===== src/rtl/core/pic_p2g_pkg.sv =====
// Shared constants, payload types and control types of the particle-to-grid step unit.
`timescale 1ns / 1ps
`default_nettype none
package pic_p2g_pkg;

  localparam int GRID_W        = 64;
  localparam int GRID_H        = 64;
  localparam int POS_FRAC_BITS = 8;

  localparam int CELLS     = GRID_W * GRID_H;
  localparam int CELL_AW   = $clog2(CELLS);
  localparam int ONE_CELL  = 1 << POS_FRAC_BITS;
  localparam int HALF_CELL = 1 << (POS_FRAC_BITS - 1);
  localparam int CELL_IB   = 16 - POS_FRAC_BITS + 1;  // corner index width, one spare bit
  localparam int WW        = 2 * POS_FRAC_BITS + 1;   // corner weight width
  localparam int LO_BOUND  = 3 * HALF_CELL;
  localparam int HI_X_RAW  = (2 * GRID_W - 3) * HALF_CELL;
  localparam int HI_Y_RAW  = (2 * GRID_H - 3) * HALF_CELL;
  localparam int HI_X      = (HI_X_RAW > 65535) ? 65535 : HI_X_RAW;
  localparam int HI_Y      = (HI_Y_RAW > 65535) ? 65535 : HI_Y_RAW;

  localparam int WSUM_W = 32;
  localparam int VSUM_W = 48;
  localparam int WORD_W = WSUM_W + VSUM_W;

  localparam logic [1:0] OP_CLEAR    = 2'd0;
  localparam logic [1:0] OP_PARTICLE = 2'd1;
  localparam logic [1:0] OP_QUERY    = 2'd2;

  localparam logic       CFG_TIME_STEP = 1'b0;
  localparam logic       CFG_GRAVITY   = 1'b1;
  localparam logic [15:0] TIME_STEP_RST = 16'd1092;
  localparam logic [15:0] GRAVITY_RST   = 16'd256;

  localparam logic [1:0] LAST_CORNER = 2'd3;

  typedef struct packed {
    logic [1:0]         opcode;
    logic [15:0]        pos_x;
    logic [15:0]        pos_y;
    logic signed [15:0] vel_x;
    logic signed [15:0] vel_y;
    logic [5:0]         cell_x;
    logic [5:0]         cell_y;
  } in_item_t;

  typedef struct packed {
    logic [15:0]        new_pos_x;
    logic [15:0]        new_pos_y;
    logic signed [15:0] new_vel_x;
    logic signed [15:0] new_vel_y;
    logic signed [15:0] grid_u;
    logic signed [15:0] grid_v;
    logic               u_empty;
    logic               v_empty;
  } out_item_t;

  typedef enum logic [3:0] {
    DP_NOP, DP_CLR, DP_KIN1, DP_KIN2, DP_KIN3, DP_KIN4,
    DP_RD, DP_MUL, DP_WR, DP_QRD, DP_DIVGO
  } dp_op_t;

  typedef enum logic [1:0] {
    OUT_NONE, OUT_ZERO, OUT_PART, OUT_QRY
  } out_sel_t;

  typedef struct packed {
    logic     cap;
    dp_op_t   op;
    out_sel_t out;
    logic [1:0] corner;
  } ctrl_cmd_t;

  typedef struct packed {
    logic clr_last;
    logic div_done;
  } dp_status_t;

  typedef enum logic [3:0] {
    ST_CLR_RST, ST_IDLE, ST_CLR_OP, ST_K1, ST_K2, ST_K3, ST_K4,
    ST_RD, ST_MUL, ST_WR, ST_QRD, ST_QLAT, ST_DIV
  } state_t;

endpackage
`default_nettype wire


===== src/rtl/core/pic_p2g_ctrl.sv =====
// Sequencer for clear sweeps, particle steps and cell queries.
`timescale 1ns / 1ps
`default_nettype none
module pic_p2g_ctrl
  import pic_p2g_pkg::*;
(
  input  wire logic       clk,
  input  wire logic       rst_n,
  input  wire logic       start,
  input  wire logic [1:0] opcode,
  input  wire dp_status_t status,
  output logic            busy,
  output ctrl_cmd_t       cmd
);

  state_t     state_r, state_nxt;
  logic [1:0] corner_r, corner_nxt;

  always_ff @(posedge clk) begin
    if (!rst_n) begin
      state_r  <= ST_CLR_RST;
      corner_r <= '0;
    end else begin
      state_r  <= state_nxt;
      corner_r <= corner_nxt;
    end
  end

  always_comb begin
    state_nxt  = state_r;
    corner_nxt = corner_r;
    case (state_r)
      ST_CLR_RST, ST_CLR_OP: if (status.clr_last) state_nxt = ST_IDLE;
      ST_IDLE: begin
        corner_nxt = '0;
        if (start) begin
          case (opcode)
            OP_CLEAR:    state_nxt = ST_CLR_OP;
            OP_PARTICLE: state_nxt = ST_K1;
            OP_QUERY:    state_nxt = ST_QRD;
            default:     state_nxt = ST_IDLE;
          endcase
        end
      end
      ST_K1:  state_nxt = ST_K2;
      ST_K2:  state_nxt = ST_K3;
      ST_K3:  state_nxt = ST_K4;
      ST_K4:  state_nxt = ST_RD;
      ST_RD:  state_nxt = ST_MUL;
      ST_MUL: state_nxt = ST_WR;
      ST_WR: begin
        corner_nxt = corner_r + 2'd1;
        state_nxt  = (corner_r == LAST_CORNER) ? ST_IDLE : ST_RD;
      end
      ST_QRD:  state_nxt = ST_QLAT;
      ST_QLAT: state_nxt = ST_DIV;
      ST_DIV:  if (status.div_done) state_nxt = ST_IDLE;
      default: state_nxt = ST_IDLE;
    endcase
  end

  always_comb begin
    cmd        = '0;
    cmd.op     = DP_NOP;
    cmd.out    = OUT_NONE;
    cmd.corner = corner_r;
    busy       = (state_r != ST_IDLE);
    case (state_r)
      ST_CLR_RST: cmd.op = DP_CLR;
      ST_CLR_OP: begin
        cmd.op = DP_CLR;
        if (status.clr_last) cmd.out = OUT_ZERO;
      end
      ST_IDLE: begin
        cmd.cap = start;
        if (start && opcode != OP_CLEAR && opcode != OP_PARTICLE && opcode != OP_QUERY)
          cmd.out = OUT_ZERO;
      end
      ST_K1:  cmd.op = DP_KIN1;
      ST_K2:  cmd.op = DP_KIN2;
      ST_K3:  cmd.op = DP_KIN3;
      ST_K4:  cmd.op = DP_KIN4;
      ST_RD:  cmd.op = DP_RD;
      ST_MUL: cmd.op = DP_MUL;
      ST_WR: begin
        cmd.op = DP_WR;
        if (corner_r == LAST_CORNER) cmd.out = OUT_PART;
      end
      ST_QRD:  cmd.op = DP_QRD;
      ST_QLAT: cmd.op = DP_DIVGO;
      ST_DIV:  if (status.div_done) cmd.out = OUT_QRY;
      default: cmd.op = DP_NOP;
    endcase
  end

endmodule
`default_nettype wire


===== config.mk =====
export PLATFORM = sky130hd
export DESIGN_NAME = pic_p2g_ctrl
export DESIGN_NICKNAME = d
export VERILOG_FILES = /design/src/rtl/core/pic_p2g_pkg.sv /design/src/rtl/core/pic_p2g_ctrl.sv
export SDC_FILE = /design/constraint.sdc
export NUM_CORES = 1
export LEC_CHECK = 0
export ABC_AREA = 1
export BUFFER_PORTS_ARGS = -buffer_cell sky130_fd_sc_hd__buf_4
export CORE_AREA = 3 3 40 42
export DETAILED_ROUTE_END_ITERATION = 8
export DIE_AREA = 0 0 43 45
export PLACE_DENSITY = 0.74
export SYNTH_ARGS = -nofsm -noshare
export SYNTH_HDL_FRONTEND = slang
export SYNTH_SLANG_ARGS = --single-unit

===== constraint.sdc =====
create_clock -name clk -period 3.2 [get_ports clk]
set_clock_uncertainty 0.05 [all_clocks]
set_input_delay 0 -clock clk [delete_from_list [all_inputs] [get_ports clk]]
set_output_delay 0 -clock clk [all_outputs]
set_load 0.05 [all_outputs]

==> impl_metrics.yaml, run 1 <==
status:
  status: "completed"
finish:
  antenna_cells: 0
  fillers: 135
  mostFrequentLayoutCells: "22 x nand2_1, 16 x buf_4, 9 x inv_1, 8 x nand3_1, 8 x nor2_1"
  postLayoutCoreUtil_pct: 55.5
  drive_gt1_share_pct: 36.2
  area_delta_synth_final_pct: 31.6
  final_common_cell: "nand2_1"
  fin_nets: 115
clock_tree:
  clockBufferDepth: 2
  clk_pin_slew_ps: 50
  clock-sinks: 6
  numCtsBuffers: 3
  htreeDepth: 1
  clk_root_buffer_cell: "clkbuf_4"
  cts_tree: "done"
  clock_latency_ps: 240
route:
  viasPerCell: 5.08
  drtAntennaViolNets: 0
  drc: 0
  dr_total_vias: 609
  dr.first_iter.drc_count: 18
  wl_mm: 1.33
  drtPass1Iterations: 4
  wl_per_cell_um: 11.0
floorplan:
  die_w_um: 43
  ios: 17
  die_y_um: 45
  row_count: 13
  start_util_pct: 42.2
  die-area_sq_um: 1940
  core_area_sq_um: 1280
global_routing:
  grtUsageTotal_pct: 15.5
  grt_overflow: 0
  grt_max_degree: 8
  grt_pass1_vias: 552
  antenna_found_initial: 0
  grt_pass1_wl_mm: 2.26
synth:
  syn_area_sq_um: 542
  synth_cells: 85
  synth_largest_area_cell: "dfxtp_1"
  avgSynthCellArea_sq_um: 6.37
  synth_top_area_share_pct: 22.2
  synth_nets: 93
  ys_ff_latch: 6
  ys_seq_area_share_pct: 22.2
  synthTopCellsByArea: "dfxtp_1 22%, nand2_1 15%, nor2_4 8.3%"
  yosysWarnings: 0
  synthDistinctLibCells: 19
timing:
  fmax_ghz: 0.627
  period_needed_ps: 1600
  finalHoldViolations: 0
  tightest_slew_ps: 276
  min_period_over_period_pct: 49.9
  rsz0062_at_grt: "false"
  drv_slew: 0
  finalSetupViolCount: 0
  tns_ps: 0
  relSlewSlack_pct: 81.5
setup_path:
  timing.rr.end: "state_r[0]"
  endpoint: "cmd[2]"
  start_kind: "flop"
  worst-path-buf-inv: 2
  cp.arrival_ps: 1550
  critPathKind: "reg -> out"
  critPathLaunch: "state_r[0]"
  max_stage_delay_ps: 470
  reg2regPathDepth: 9
  crit_chain: "nand2_4 -> inv_2 -> nand2_4 -> nor2_2 -> nand3_1 -> o311ai_1 -> buf_4"
  critPathCaptureType: "output port"
  cp_common_cell: "nand2_4"
  cp.required_ps: 3150
  cp.depth: 7
  critical_path.slowest_cell: "dfxtp_1"
  critPathMaxFanout: 6
  ff2ff_setup_slack_ps: 1960
  r2r_start: "state_r[1]"
  crit_family: "flip-flops"
placement:
  gp_congestion: 0.828
  hpwlAfterDp_mm: 1.07
  port_buffers: 16
min_path:
  hold_path.class: "in -> reg"
power_and_ir_drop:
  ir_drop_uv: 240
  power_density_nw_per_um2: 457
  finalPower_mw: 0.326
  p_leak_nw: 0.376
job:
  cap_violations: 0
## synth_stat cells
| cell type | instances |
|---|---|
| nand2_1 | 22 |
| inv_1 | 9 |
| nand3_1 | 8 |
| nor2_1 | 8 |
| dfxtp_1 | 6 |
| a21oi_1 | 5 |
| inv_2 | 5 |
| nor2_4 | 4 |
| nand2_2 | 3 |
| nor2_2 | 3 |
| nand2_4 | 2 |
| o21ai_0 | 2 |
| o21ai_1 | 2 |
| a31oi_1 | 1 |
| ha_1 | 1 |
| nand3_2 | 1 |
| nand3b_4 | 1 |
| o2111ai_1 | 1 |
| o311ai_1 | 1 |
## through the flow
| stage | std cells | cell area [sq um] | setup slack [ps] | hold slack, ps |
|---|---|---|---|---|
| 3_5_place_dp | 116 | 681 | 1890 | 156 |
| 6_report | 120 | 713 | 1600 | 44.2 |
| 4_1_cts | 120 | 713 | 1610 | 45.9 |
| 5_1_grt | 120 | 713 | 1480 | 52.9 |
| 3_3_place_gp | 116 | 681 | 1940 | 154 |
| 2_1_floorplan | 85 | 542 | 1360 | 47.6 |
## per-layer routing
metal  vias to the layer above  part of all wire, %  GRT usage (%)
met5                         -                    0              0
met4                         0                    0           7.23
met3                         0                  5.9           2.39
met2                        20                   49           26.3
met1                       273                   45           19.3
li1                        316                    -              -
## worst min path at each step
stage                     startpoint    endpoint  slack (ps)  depth (start not counted)
final                      status[0]  state_r[3]          40                          3
after global placement         rst_n  state_r[2]         150                          3
after floorplan                rst_n  state_r[2]          50                          2
after CTS                  status[0]  state_r[3]          50                          3
after detailed placement       rst_n  state_r[2]         160                          3
after global routing       status[0]  state_r[3]          50                          3
## worst reg2reg max path, cell delays in order, from the launching register on
cell and delay, ps:
dfxtp_1 440, inv_2 70, nand2_4 120, inv_2 70, nand2_4 90, nor2_4 40, nor2_4 110, nand3_1 70
nand2_1 60, inv_1 30
## power by group
| group | switching, mW | internal, mW | total (mW) |
|---|---|---|---|
| logic | 0.114 | 0.0525 | 0.166 |
| registers | 0.0103 | 0.0801 | 0.0904 |
| clock network | 0.0268 | 0.0424 | 0.0692 |
| total | 0.151 | 0.175 | 0.326 |
## logic make-up after synthesis
group	after synthesis	share of synthesized area, %
DFF	6	22.2
AOI/OAI and AO/OA	12	12.7
and+or+nand+nor	52	53.1
adders and majority gates	1	2.31
buffers and inverters	14	9.70
## sequential cells by signal, summed over array words and instances (netlist names)
register,cells
corner_r,2
state_r,4
## layout make-up
class | count | area (sq um) | share of cell area [%]
Clock buffer | 3 | 22.5 | 3.16
Inverter | 14 | 52.6 | 7.37
Multi-Input combinational cell | 65 | 369 | 51.8
Sequential cell | 6 | 120 | 16.8
Tap cell | 15 | 18.8 | 2.63
Timing Repair Buffer | 17 | 130 | 18.2
## repair_timing
action                    4_1_cts  5_1_grt
gates resized for setup         0        0
hold buffers                    1        0
buffers inserted                0        0
hold endpoints to repair        1        0
Power figures use the tool's default switching activity.
==> run 2, diff against run 1 <==
- ABC_AREA: 1 -> 0
- PLACE_DENSITY: 0.74 -> 0.73
- clock period: 3.2 -> 1.5 ns (I/O delays scaled with it)
==> run 2 against run 1 <==
Against the previous run: critical path depth decreased by 2; area after synthesis decreased by 3.2%; power rose by 39%; setup slack got worse by 1600 ps; design area up 10%.
==> impl_metrics.yaml, run 2 <==
route:
  viasPerCell: 5.94
  wl_mm: 1.64
  drtAntennaViolNets: 0
  wl_per_cell_um: 14.7
  dr.first_iter.drc_count: 15
  dr_total_vias: 659
  drc: 0
  drtPass1Iterations: 4
timing:
  fmax_ghz: 0.683
  tightest_slew_ps: 301
  period_needed_ps: 1460
  relSlewSlack_pct: 79.8
  setup_ws_ps: 36.0
  fin_hold_ws_ps: 26.2
  drv_slew: 0
  finalHoldViolations: 0
  min_period_over_period_pct: 97.6
  finalSetupViolCount: 0
clock_tree:
  clk_root_buffer_cell: "clkbuf_4"
  cts_tree: "done"
  htreeDepth: 1
  clk_pin_slew_ps: 40
  clock_latency_ps: 250
  numCtsBuffers: 3
  clock-sinks: 6
  post-cts-setup-buffers: 0
  clockBufferDepth: 2
finish:
  antenna_cells: 0
  largest_register: "state_r"
  largest_reg_flops: 4
  mostFrequentLayoutCells: "19 x buf_4, 8 x o21ai_0, 7 x nor2_1, 4 x nand2_1, 4 x a21oi_1"
  top_regs: "state_r: 4 flops, corner_r: 2 flops"
  fin_nets: 106
  final_common_cell: "buf_4"
  area_delta_synth_final_pct: 49.9
  drive_gt1_share_pct: 41.7
setup_path:
  endpoint: "cmd[2]"
  critPathCaptureType: "output port"
  start_kind: "flop"
  ff2ff_setup_slack_ps: 130
  critPathMaxFanout: 6
  timing.rr.end: "state_r[1]"
  r2r_start: "corner_r[0]"
  critPathKind: "reg -> out"
  critPathLaunch: "state_r[3]"
  reg2regPathDepth: 5
  cp.required_ps: 1450
  cp.arrival_ps: 1410
global_routing:
  grtUsageTotal_pct: 17.5
  grt_max_degree: 11
  grt_pass1_vias: 578
  antenna_found_initial: 0
  grt_overflow: 0
  grt_pass1_wl_mm: 2.51
floorplan:
  ios: 17
  die_w_um: 43
  row_count: 13
  core_area_sq_um: 1280
  die_y_um: 45
  start_util_pct: 40.8
  die-area_sq_um: 1940
synth:
  synth_nets: 82
  synthTopCellsByArea: "dfxtp_1 23%, o21ai_0 7.6%, nor2_1 7.2%"
  synthFlopType: "dfxtp_1"
  yosysWarnings: 0
  synth.most_common_cell: "nor2_1"
  avgSynthCellArea_sq_um: 7.08
  ys_ff_latch: 6
  synth_common_cells: "10 x nor2_1, 8 x o21ai_0, 6 x dfxtp_1"
  synthDistinctLibCells: 30
  synth_cells: 74
  synth_largest_area_cell: "dfxtp_1"
  ys_seq_area_share_pct: 22.9
  synthArstFlopShare_pct: 0
  syn_area_sq_um: 524
  synth_top_area_share_pct: 22.9
  synth_edf_count: 0
placement:
  hpwlAfterDp_mm: 1.17
  port_buffers: 16
  gp_congestion: 0.873
  dp_slack_ps: 19.0
power_and_ir_drop:
  ir_drop_uv: 365
  p_leak_nw: 0.330
  power_density_nw_per_um2: 578
status:
  status: "completed"
min_path:
  hold_path.class: "in -> reg"
job:
  cap_violations: 0
-- run 2: changes by cell type after synthesis, moves of 4 or more --
cell | previous run | this run
o21ai_0 | 2 | 8
nor2_4 | 4 | 0
buf_2 | 0 | 4
nand3_1 | 8 | 3
nand2b_1 | 0 | 4
nand2_1 | 22 | 4
inv_2 | 5 | 1
inv_1 | 9 | 3
-- run 2: kinds of logic after synthesis --
logic type,count (synthesis),share of synthesized area [%]
and+or+nand+nor,31,30.6
buffers and inverters,9,8.83
DFF,6,22.9
adders and majority gates,1,2.39
AOI/OAI and AO/OA,27,35.3
-- run 2: layout make-up --
cell class | count | area (sq um)
clock buffers | 3 | 22.5
fillers | 124 | 499
inverters | 4 | 17.5
multi-input cells | 59 | 395
flip-flops and latches | 6 | 135
well taps | 15 | 18.8
repair buffers | 24 | 196
-- run 2: per-stage QoR --
| step | instances | setup TNS, ps | area [sq um] | total power, mW | utilization [%] |
|---|---|---|---|---|---|
| CTS | 111 | 0 | 761 | 0.459 | 59.2 |
| finish | 111 | 0 | 786 | 0.454 | 61.1 |
| global placement | 106 | 0 | 707 | 0.294 | 55.0 |
| detailed placement | 106 | 0 | 707 | 0.297 | 55.0 |
| floorplan | 74 | -382 | 554 | 0.252 | - |
| global route | 111 | -3.92 | 786 | 0.474 | 61.1 |
-- run 2: how the worst min path moves through the flow --
stage / start / endpoint / depth (start not counted)
floorplan: rst_n / state_r[2] / 1
global placement: rst_n / state_r[2] / 2
detailed placement: rst_n / state_r[2] / 2
CTS: status[0] / state_r[3] / 3
global route: status[0] / state_r[3] / 3
finish: status[0] / state_r[3] / 3
-- run 2: where the power goes --
group	switching (mW)	internal, mW
clock	0.0639	0.0908
sequential	0.00934	0.160
combinational	0.0773	0.0525
-- run 2: what timing repair did --
item / 4_1_cts / 5_1_grt
setup endpoints to repair: 4 / 3
hold buffers: 2 / 0
pin swaps: 0 / 0
gates resized for setup: 6 / 9
endpoints found under the hold margin: 4 / 0
-- run 2: critical path: stages, from the launching register on --
cell      delay (ps)
dfxtp_4          390
nand2b_1         140
nor2_1            60
a32o_1           200
a32o_2           220
buf_6            150
-- run 2: layer usage --
metal | vias to the layer above | routed length (um) | GRT usage [%]
met1 | 304 | 668 | 19.8
met3 | 6 | 134 | 6.37
met2 | 29 | 812 | 30.5
li1 | 320 | - | -
met5 | - | 0 | 0
met4 | 0 | 21 | 6.02
